===== config.mk =====
export PLATFORM = sky130hd
export DESIGN_NAME = actuator_end_stop_sequencer
export DESIGN_NICKNAME = d
export VERILOG_FILES = /design/src/hdl/aess_pkg.sv /design/src/hdl/aess_cfg.sv /design/src/hdl/aess_step.sv /design/src/hdl/actuator_end_stop_sequencer.sv
export SDC_FILE = /design/constraint.sdc
export NUM_CORES = 1
export LEC_CHECK = 0
export ABC_AREA = 1
export BUFFER_PORTS_ARGS = -buffer_cell sky130_fd_sc_hd__buf_2
export CAP_MARGIN = 20
export CORE_MARGIN = 8
export CORE_UTILIZATION = 35
export CTS_CLUSTER_SIZE = 30
export DETAILED_ROUTE_END_ITERATION = 10
export GPL_TIMING_DRIVEN = 0
export SLEW_MARGIN = 5
export SYNTH_ARGS = -nofsm -noshare
export SYNTH_HDL_FRONTEND = slang
export SYNTH_HIERARCHICAL = 1
export SYNTH_SLANG_ARGS = --single-unit

===== constraint.sdc =====
create_clock -name clk -period 7.4 [get_ports clk]
set_clock_uncertainty 0.15 [all_clocks]
set_input_delay 0.74 -clock clk [delete_from_list [all_inputs] [get_ports clk]]
set_output_delay 0.74 -clock clk [all_outputs]
set_load 0.1 [all_outputs]

===== src/hdl/aess_pkg.sv =====
`timescale 1ns / 1ps
// ----------------------------------------------------------------------------
// aess_pkg
// Types, register indexes and reset values shared by the actuator end-stop
// sequencer modules.
// ----------------------------------------------------------------------------
package aess_pkg;

  typedef enum logic [2:0] {
    MODE_IDLE      = 3'd0,
    MODE_EXTEND    = 3'd1,
    MODE_PAUSE     = 3'd2,
    MODE_RETRACT   = 3'd3,
    MODE_EXTENDED  = 3'd4,
    MODE_RETRACTED = 3'd5,
    MODE_ERROR     = 3'd6
  } mode_t;

  typedef enum logic [2:0] {
    CFG_END_BY_TIME    = 3'd0,
    CFG_MOTOR_TEST     = 3'd1,
    CFG_TRAVEL_TIME    = 3'd2,
    CFG_FAULT_TIME     = 3'd3,
    CFG_MIN_CURRENT    = 3'd4,
    CFG_LOW_COUNT_LIM  = 3'd5,
    CFG_DEBOUNCE       = 3'd6,
    CFG_REVERSE_PAUSE  = 3'd7
  } cfg_idx_t;

  localparam int CFG_ADDR_W = 3;
  localparam int CFG_DATA_W = 17;
  localparam int IN_DATA_W  = 24;
  localparam int OUT_DATA_W = 16;

  localparam logic [16:0] MOTION_MAX = 17'h1FFFF;
  localparam logic [9:0]  TIMER10_MAX = 10'h3FF;
  localparam logic [3:0]  LOW_MAX = 4'hF;

  localparam logic        RST_END_BY_TIME   = 1'b0;
  localparam logic        RST_MOTOR_TEST    = 1'b1;
  localparam logic [15:0] RST_TRAVEL_TIME   = 16'd10000;
  localparam logic [16:0] RST_FAULT_TIME    = 17'd15000;
  localparam logic [11:0] RST_MIN_CURRENT   = 12'd70;
  localparam logic [3:0]  RST_LOW_COUNT_LIM = 4'd2;
  localparam logic [9:0]  RST_DEBOUNCE      = 10'd500;
  localparam logic [9:0]  RST_REVERSE_PAUSE = 10'd500;

  typedef struct packed {
    logic        end_by_time;
    logic        motor_test_at_start;
    logic [15:0] travel_time_ms;
    logic [16:0] fault_time_ms;
    logic [11:0] min_current_ma;
    logic [3:0]  low_count_limit;
    logic [9:0]  debounce_ms;
    logic [9:0]  reverse_pause_ms;
  } cfg_t;

  typedef struct packed {
    mode_t       mode;
    logic [16:0] motion_timer;
    logic [9:0]  pause_timer;
    logic [9:0]  debounce_timer;
    logic        debounce_running;
    logic        press_pending;
    logic [3:0]  low_readings;
    logic        timeout_flag;
    logic        test_pending;
  } state_t;

  typedef struct packed {
    logic        req_type;
    logic [9:0]  elapsed_ms;
    logic        button_level;
    logic [12:0] current_ma;
  } item_t;

endpackage


===== src/hdl/aess_cfg.sv =====
`timescale 1ns / 1ps
// ----------------------------------------------------------------------------
// aess_cfg
// Configuration register file, written one register per cycle.
// ----------------------------------------------------------------------------
module aess_cfg import aess_pkg::*; (
  input  logic                  clk,
  input  logic                  rst,
  input  logic                  cfg_we,
  input  logic [CFG_ADDR_W-1:0] cfg_addr,
  input  logic [CFG_DATA_W-1:0] cfg_wdata,
  output cfg_t                  cfg
);

  always_ff @(posedge clk) begin
    if (rst) begin
      cfg.end_by_time         <= RST_END_BY_TIME;
      cfg.motor_test_at_start <= RST_MOTOR_TEST;
      cfg.travel_time_ms      <= RST_TRAVEL_TIME;
      cfg.fault_time_ms       <= RST_FAULT_TIME;
      cfg.min_current_ma      <= RST_MIN_CURRENT;
      cfg.low_count_limit     <= RST_LOW_COUNT_LIM;
      cfg.debounce_ms         <= RST_DEBOUNCE;
      cfg.reverse_pause_ms    <= RST_REVERSE_PAUSE;
    end else if (cfg_we) begin
      unique case (cfg_idx_t'(cfg_addr))
        CFG_END_BY_TIME:   cfg.end_by_time         <= cfg_wdata[0];
        CFG_MOTOR_TEST:    cfg.motor_test_at_start <= cfg_wdata[0];
        CFG_TRAVEL_TIME:   cfg.travel_time_ms      <= cfg_wdata[15:0];
        CFG_FAULT_TIME:    cfg.fault_time_ms       <= cfg_wdata[16:0];
        CFG_MIN_CURRENT:   cfg.min_current_ma      <= cfg_wdata[11:0];
        CFG_LOW_COUNT_LIM: cfg.low_count_limit     <= cfg_wdata[3:0];
        CFG_DEBOUNCE:      cfg.debounce_ms         <= cfg_wdata[9:0];
        CFG_REVERSE_PAUSE: cfg.reverse_pause_ms    <= cfg_wdata[9:0];
        default: ;
      endcase
    end
  end

endmodule


===== src/hdl/aess_step.sv =====
`timescale 1ns / 1ps
// ----------------------------------------------------------------------------
// aess_step
// Next-state logic: advances timers, handles a button change or runs one
// step of the mode machine for a time step.
// ----------------------------------------------------------------------------
module aess_step import aess_pkg::*; (
  input  cfg_t   cfg,
  input  state_t cur,
  input  item_t  item,
  output state_t nxt
);

  logic [17:0] motion_sum;
  logic [10:0] pause_sum;
  logic [10:0] deb_sum;
  logic [12:0] mag;
  logic        low_reading;
  logic [3:0]  low_inc;
  logic        in_motion;

  // Checks one motion step for its end: target is the end mode to enter; a fault timeout enters MODE_ERROR.
  function automatic state_t drive(input state_t s, input mode_t target, input cfg_t c,
                                   input logic low, input logic [3:0] inc);
    state_t r;
    r = s;
    if (c.end_by_time) begin
      if ({1'b0, r.motion_timer} >= {1'b0, c.travel_time_ms}) begin
        r.mode = target;
      end
    end else if (low) begin
      r.low_readings = inc;
      if (inc > c.low_count_limit) begin
        r.mode = target;
        r.low_readings = 4'd0;
      end
    end else if (r.motion_timer >= c.fault_time_ms) begin
      r.timeout_flag = 1'b1;
      r.mode = MODE_ERROR;
    end
    return r;
  endfunction

  assign in_motion  = (cur.mode == MODE_EXTEND) || (cur.mode == MODE_RETRACT);
  assign motion_sum = {1'b0, cur.motion_timer} + {8'd0, item.elapsed_ms};
  assign pause_sum  = {1'b0, cur.pause_timer} + {1'b0, item.elapsed_ms};
  assign deb_sum    = {1'b0, cur.debounce_timer} + {1'b0, item.elapsed_ms};

  // Magnitude of the signed sample; the most negative code maps to 4096.
  assign mag         = item.current_ma[12] ? (~item.current_ma + 13'd1) : item.current_ma;
  assign low_reading = mag < {1'b0, cfg.min_current_ma};
  assign low_inc     = (cur.low_readings == LOW_MAX) ? LOW_MAX : cur.low_readings + 4'd1;

  always_comb begin
    nxt = cur;
    if (in_motion) begin
      nxt.motion_timer = motion_sum[17] ? MOTION_MAX : motion_sum[16:0];
    end
    if (cur.mode == MODE_PAUSE) begin
      nxt.pause_timer = pause_sum[10] ? TIMER10_MAX : pause_sum[9:0];
    end
    if (cur.debounce_running) begin
      nxt.debounce_timer = deb_sum[10] ? TIMER10_MAX : deb_sum[9:0];
    end

    if (item.req_type) begin
      if (item.button_level) begin
        nxt.debounce_timer   = 10'd0;
        nxt.debounce_running = 1'b1;
      end else if (cur.debounce_running && (nxt.debounce_timer >= cfg.debounce_ms)) begin
        nxt.press_pending = 1'b1;
      end
    end else begin
      // A pending start-up test launches the extend and drives it in this step.
      if ((nxt.mode == MODE_IDLE) && nxt.test_pending) begin
        nxt.mode         = MODE_EXTEND;
        nxt.motion_timer = 17'd0;
      end
      unique case (nxt.mode)
        MODE_EXTEND: begin
          nxt = drive(nxt, MODE_EXTENDED, cfg, low_reading, low_inc);
        end
        MODE_PAUSE: begin
          if (nxt.pause_timer >= cfg.reverse_pause_ms) begin
            nxt.mode         = MODE_RETRACT;
            nxt.motion_timer = 17'd0;
            nxt = drive(nxt, MODE_RETRACTED, cfg, low_reading, low_inc);
          end
        end
        MODE_RETRACT: begin
          nxt = drive(nxt, MODE_RETRACTED, cfg, low_reading, low_inc);
        end
        MODE_EXTENDED: begin
          if (nxt.test_pending) begin
            nxt.test_pending = 1'b0;
            nxt.mode         = MODE_RETRACT;
            nxt.motion_timer = 17'd0;
          end else if (nxt.press_pending) begin
            nxt.press_pending = 1'b0;
            nxt.mode          = MODE_PAUSE;
            nxt.pause_timer   = 10'd0;
          end
        end
        MODE_RETRACTED: begin
          if (nxt.press_pending) begin
            nxt.press_pending = 1'b0;
            nxt.mode          = MODE_EXTEND;
            nxt.motion_timer  = 17'd0;
          end
        end
        default: ;
      endcase
    end
  end

endmodule


===== src/hdl/actuator_end_stop_sequencer.sv =====
`timescale 1ns / 1ps
// ----------------------------------------------------------------------------
// actuator_end_stop_sequencer
// Extend/pause/retract sequencer for a linear actuator with time- or
// current-based end detection, button toggling and a start-up test.
// ----------------------------------------------------------------------------
// Each input transfer (a time step or a button change) yields exactly one
// result transfer showing the mode, motor drives, the fully-extended flag, the
// sticky timeout flag and the low-current count after that item. The block
// takes one item per clock while the result side keeps up: an item is
// registered, the whole state update is combinational, and the result sits
// in an output register, loaded from the item once the output side is free;
// throughput is one item per cycle while the result side keeps up. The user
// must write configuration registers through the plain write port only while
// no item is in flight; the block itself does not enforce this.
module actuator_end_stop_sequencer import aess_pkg::*; (
  input  logic                  clk,
  input  logic                  rst,
  input  logic                  s_axis_tvalid,
  output logic                  s_axis_tready,
  // [9:0] elapsed_ms, [10] button_level, [23:11] current_ma
  input  logic [IN_DATA_W-1:0]  s_axis_tdata,
  // [0] req_type
  input  logic                  s_axis_tuser,
  output logic                  m_axis_tvalid,
  input  logic                  m_axis_tready,
  // [2:0] mode, [3] motor_extend, [4] motor_retract, [5] fully_out,
  // [6] timed_out, [10:7] low_count, [15:11] zero
  output logic [OUT_DATA_W-1:0] m_axis_tdata,
  input  logic                  cfg_we,
  input  logic [CFG_ADDR_W-1:0] cfg_addr,
  input  logic [CFG_DATA_W-1:0] cfg_wdata
);

  cfg_t   cfg;
  state_t state;
  state_t state_next;
  item_t  item;
  logic   item_valid;
  logic   advance;

  aess_cfg u_cfg (
    .clk       (clk),
    .rst       (rst),
    .cfg_we    (cfg_we),
    .cfg_addr  (cfg_addr),
    .cfg_wdata (cfg_wdata),
    .cfg       (cfg)
  );

  aess_step u_step (
    .cfg  (cfg),
    .cur  (state),
    .item (item),
    .nxt  (state_next)
  );

  assign advance       = item_valid && (!m_axis_tvalid || m_axis_tready);
  assign s_axis_tready = !item_valid || advance;

  always_ff @(posedge clk) begin
    if (rst) begin
      item_valid <= 1'b0;
    end else if (s_axis_tready) begin
      item_valid <= s_axis_tvalid;
    end
  end

  always_ff @(posedge clk) begin
    if (s_axis_tvalid && s_axis_tready) begin
      item.req_type     <= s_axis_tuser;
      item.elapsed_ms   <= s_axis_tdata[9:0];
      item.button_level <= s_axis_tdata[10];
      item.current_ma   <= s_axis_tdata[23:11];
    end
  end

  always_ff @(posedge clk) begin
    if (rst) begin
      state.mode             <= MODE_IDLE;
      state.motion_timer     <= '0;
      state.pause_timer      <= '0;
      state.debounce_timer   <= '0;
      state.debounce_running <= 1'b0;
      state.press_pending    <= 1'b0;
      state.low_readings     <= '0;
      state.timeout_flag     <= 1'b0;
      state.test_pending     <= RST_MOTOR_TEST;
    end else if (advance) begin
      state <= state_next;
    end else if (cfg_we && (cfg_idx_t'(cfg_addr) == CFG_MOTOR_TEST)
                 && (state.mode == MODE_IDLE)) begin
      state.test_pending <= cfg_wdata[0];
    end
  end

  always_ff @(posedge clk) begin
    if (rst) begin
      m_axis_tvalid <= 1'b0;
    end else if (advance) begin
      m_axis_tvalid <= 1'b1;
    end else if (m_axis_tready) begin
      m_axis_tvalid <= 1'b0;
    end
  end

  always_ff @(posedge clk) begin
    if (advance) begin
      m_axis_tdata <= {5'd0,
                       state_next.low_readings,
                       state_next.timeout_flag,
                       state_next.mode == MODE_EXTENDED,
                       state_next.mode == MODE_RETRACT,
                       state_next.mode == MODE_EXTEND,
                       state_next.mode};
    end
  end

endmodule

* Yosys cells after proc, flatten, opt, wreduce, memory -nomap -nowiden
Cells that the tools add are included.
W data, S select, Z words.
** Word-level totals
- Bits in registers :: 156
- Output and inout port bits :: 18
** Cells by class
- Add/subtract/negate cells :: 5
- Order comparisons :: 8
- Eq/ne operators :: 26
- Muxes and demuxes :: 56
- Bitwise operators :: 1
- Reductions and logical operators :: 27
** Operators with widths (number)
- $pmux W20 S5 :: 1
- $mux W10 :: 6
- $mux W20 :: 3
- $mux W17 :: 3
- $mux W3 :: 16
- $mux W48 :: 1
- $mux W30 :: 1
- $add A10 B10 Y11 :: 2
- $mux W11 :: 2
- $eq A3 B2 Y1 const B :: 7
- $eq A3 B3 Y1 const B :: 7
- $ge A10 B10 Y1 :: 2
- $pmux W10 S2 :: 1
- $add A17 B10 Y18 :: 1
- $ge A1 B17 Y1 const A :: 1
- $ge A17 B16 Y1 :: 1
- $ge A17 B17 Y1 :: 1
- $ge A1 B16 Y1 const A :: 1
- $reduce_and A2 Y1 :: 7
- $add A13 B1 Y13 const B :: 1
- $lt A13 B12 Y1 :: 1
- $mux W13 :: 1
- $not A13 Y13 :: 1
- $eq A3 B1 Y1 const B :: 4
- 24 further kinds :: 51

* Depth between registers and ports, before layout
- Word-level depth :: 12
- Gate-level depth with buffers :: 40

* Hierarchy
Netlist, hierarchy kept.
** By module, submodules not included
- aess_step :: times used 1, cells each 838, area each 4749.6 um^2, seq. area each 0.0 um^2
- actuator_end_stop_sequencer :: times used 1, cells each 282, area each 2962.8 um^2, seq. area each 2082.0 um^2
- aess_cfg :: times used 1, cells each 386, area each 2805.2 um^2, seq. area each 1421.4 um^2

* Least setup slack after synthesis
No wires, ideal clock.
- Kind :: register -> register
- Start point :: register, netlist name item[17]
- End point :: register state[35] (netlist bit)
- Setup time :: 0.064 ns
- Data arrival time :: 3.917 ns
- Required time :: 7.186 ns
- Slack :: 3.269 ns
- Stages on the path, launching flop included :: 30
- Buffers on the path :: 1
- Period minus slack after synthesis :: 4.131 ns
- Path through :: edfxtp_1 > ha_1 > a21oi_1 > o21ai_1 > a21oi_1 > o21ai_1 > a21o_1 > a21oi_1 > nor2_1 > o21ai_1 > nand2_1 > a21oi_1 > o21ai_0 > o21ai_0 > inv_1 > ha_1 > nand2_1 > nor2_1 > o211ai_1 > o2111ai_1 > a31oi_1 > inv_1 > nor2_1 > inv_1 > a22oi_1 > inv_2 > buf_2 > nor2_1 > o21ai_0 > nor2_1
** RTL lines
- end signal, assigned :: line actuator_end_stop_sequencer.sv:90 : state <= state_next;
- end, declared :: line actuator_end_stop_sequencer.sv:36 : state_t state;

==> flow_summary.json <==
{
  "hold_slack_ns": 0.307,
  "finalSetupViolations": 0,
  "drv_slew": 0,
  "cpMaxStageDelayCell": "edfxtp_1",
  "rsz0062_at_grt": "no",
  "fin_total_pwr_w": 0.00245,
  "max_freq_ghz": 0.184,
  "cpPeakStageDelay_ns": 0.55,
  "ctsHtreeMaxLevel": 4,
  "place_ws_ns": 2.08,
  "cts_buffers": 17,
  "die-area_mm2": 0.0357,
  "crit_cells": 25,
  "r2r_end": "m_axis_tdata[3]$_DFFE_PP_",
  "seq_area_mm2": 0.00348,
  "multiInputGateArea_mm2": 0.00586,
  "ctsHoldBuffers": 0,
  "crit_fanout": 9,
  "outcome": "finished clean",
  "cts_resized": 0,
  "antenna_left": 0,
  "grt_max_degree": 21,
  "final_net_count": 1740,
  "critPathCapture": "m_axis_tdata[3]$_DFFE_PP_",
  "slew_headroom_pct": 50.4,
  "worstMarginPinSlew_ns": 0.739,
  "seqPwrFrac_pct": 39.2,
  "max_cap_viol_count": 0,
  "cts.sinks": 156,
  "cts_tree": "built",
  "io_pins": 68,
  "syn_area_per_cell_um2": 6.98,
  "grt_first_pass_wirelength_um": 46500,
  "drtIter0Drc": 657,
  "path_common_cell": "inv_1",
  "first_global_vias": 9002,
  "drc": 0,
  "hold_path.class": "flip-flop to flip-flop",
  "fin_crit_sh_pct": 73.3,
  "nFillCells": 3095,
  "syn_to_final_growth_pct": 13.7,
  "root_buffer": "clkbuf_16",
  "antenna_found_initial": 4,
  "tns_ns": 0,
  "vias": 9588,
  "clk_latency_ns": 0.43,
  "drive_gt1_share_pct": 10.5,
  "post_cts.repair.setup_buffers": 0,
  "rows": 63,
  "pwr_density_cell_mw_per_mm2": 206,
  "vdd_ir_drop_max_v": 0.000141,
  "initial_core_util_pct": 35.5,
  "critical_path_required_ns": 7.38,
  "p_comb_share_pct": 23.8,
  "wl_per_cell_um": 14.4,
  "die_x_um": 189,
  "switchingPower_w": 0.000802,
  "leakagePower_nw": 6.00,
  "routed_wl_um": 28600,
  "period_minus_slack_ns": 5.42,
  "cts_max_path_buffers": 2,
  "critPathLaunch": "item[15]$_DFFE_PP_",
  "p_int_w": 0.00165,
  "cp-end-kind": "flip-flop",
  "path_delay_family": "compound AO/OA/AOI/OAI gates",
  "viasPerCell": 4.81,
  "synth_cells": 1502,
  "gp_congestion": 0.907,
  "dr.pass1.iters": 5,
  "arrival_ns": 5.41,
  "clockPowerShare_pct": 36.9,
  "die_h_um": 189,
  "path_buf_inv": 4,
  "dp_hpwl_um": 23100,
  "setup_ws_ns": 1.98,
  "final_hold_viol_count": 0,
  "rrSetupSlack_ns": 1.98,
  "worst-setup-path-type": "flip-flop to flip-flop",
  "reg2reg_depth": 25,
  "r2r-start": "item[15]$_DFFE_PP_",
  "switching_share_pct": 32.7,
  "clk_pin_slew_worst_paths_ns": 0.07,
  "yosys_warnings": 6,
  "cp-start-kind": "flip-flop",
  "synth_area_mm2": 0.0105,
  "core_area_mm2": 0.0296,
  "grt.overflow.total": 0,
  "io_buffers": 62,
  "grt.total_usage_pct": 16.0
}
## worst register-to-register path, stage by stage (launching register included)
cell and delay [ns]:
edfxtp_1 0.55, inv_1 0.17, fa_1 0.50, o21ai_1 0.24
a21oi_1 0.11, o21ai_1 0.20, a21o_1 0.14, a21oi_1 0.08
nor2_1 0.11, o21ai_1 0.07, nand2_1 0.27, inv_1 0.10
o21ai_0 0.09, o21ai_0 0.15, inv_1 0.16, ha_1 0.26
nand2_1 0.10, nor2_1 0.06, o211ai_1 0.10, o2111ai_1 0.14
a31oi_1 0.17, inv_1 0.13, nor2_1 0.30, a211oi_1 0.09
a31oi_1 0.54, nor3_1 0.14
## state kept, by name, indices dropped and copies added (netlist names)
register and flops:
u_cfg/cfg 70, m_axis_tdata 11, item_valid 1, state 48, m_axis_tvalid 1, item 25
## layout make-up
class                      count  share of cell area, %
multi-input combinational   1072                   49.2
sequential                   156                   29.2
inverter                     235                   7.42
tap                          390                   4.09
clock buffer                  20                   3.66
timing repair buffer          64                   2.79
buffer                        43                   2.26
clock inverter                12                   1.35
antenna                        1                 0.0210
## per-layer routing
layer / global-route usage (%) / share of wire [%]
met1: 20.0 / 47
met2: 26.8 / 45
met3: 3.16 / 4.6
met4: 6.37 / 3.0
met5: 0 / 0.12
## through the flow
step | util [%] | cell area, um2 | std cells
6_report | 40.3 | 11900 | 1993
5_1_grt | 40.3 | 11900 | 1993
2_1_floorplan | - | 10500 | 1506
4_1_cts | 40.3 | 11900 | 1992
3_5_place_dp | 38.3 | 11300 | 1960
3_3_place_gp | 38.2 | 11300 | 1958
## how the worst min path moves through the flow
stage | end | cells past startpoint | slack (ns) | startpoint
detailed placement | u_cfg/cfg[14]$_SDFFE_PP1P_ | 2 | 0.29 | u_cfg/cfg[14]$_SDFFE_PP1P_
global route | item[14]$_DFFE_PP_ | 1 | 0.30 | s_axis_tdata[0]
CTS | u_cfg/cfg[14]$_SDFFE_PP1P_ | 2 | 0.31 | u_cfg/cfg[14]$_SDFFE_PP1P_
global placement | u_cfg/cfg[17]$_SDFFE_PP1P_ | 2 | 0.29 | u_cfg/cfg[17]$_SDFFE_PP1P_
floorplan | u_cfg/cfg[12]$_SDFFE_PP1P_ | 2 | 0.28 | u_cfg/cfg[12]$_SDFFE_PP1P_
finish | u_cfg/cfg[15]$_SDFFE_PP1P_ | 2 | 0.31 | u_cfg/cfg[15]$_SDFFE_PP1P_
## power by group through the flow
stage | registers [W] | logic [W] | clock network, W
final | 0.000962 | 0.000585 | 0.000906
after global routing | 0.000969 | 0.000658 | 0.000969
after CTS | 0.000963 | 0.000582 | 0.000928
after detailed placement | 0.000982 | 0.000578 | 0
after global placement | 0.000980 | 0.000569 | 0
after floorplan | 0.00100 | 0.000403 | 0
## layout by cell type, fill, tap and decap left out, types with 4 or more instances in the layout
master / count
inv_2: 10
buf_2: 74
nor2_4: 4
buf_4: 11
a31oi_1: 7
nor3_1: 15
dfxtp_1: 120
buf_6: 7
nor4_1: 10
nand2_4: 6
clkbuf_1: 12
xor2_1: 16
o22ai_1: 23
clkbuf_16: 17
nand2_2: 7
inv_1: 221
o21ai_0: 94
nand3_1: 104
a21oi_1: 56
edfxtp_1: 36
a211oi_1: 4
a21boi_0: 4
conb_1: 5
nand4_1: 11
nand2_1: 252
nor2_1: 290
or2_2: 5
nor2_2: 4
o21bai_1: 4
xnor2_1: 12
a21o_1: 4
ha_1: 98
o21ai_1: 9
o211ai_1: 4
No activity file was read; power rests on OpenSTA's default activity.
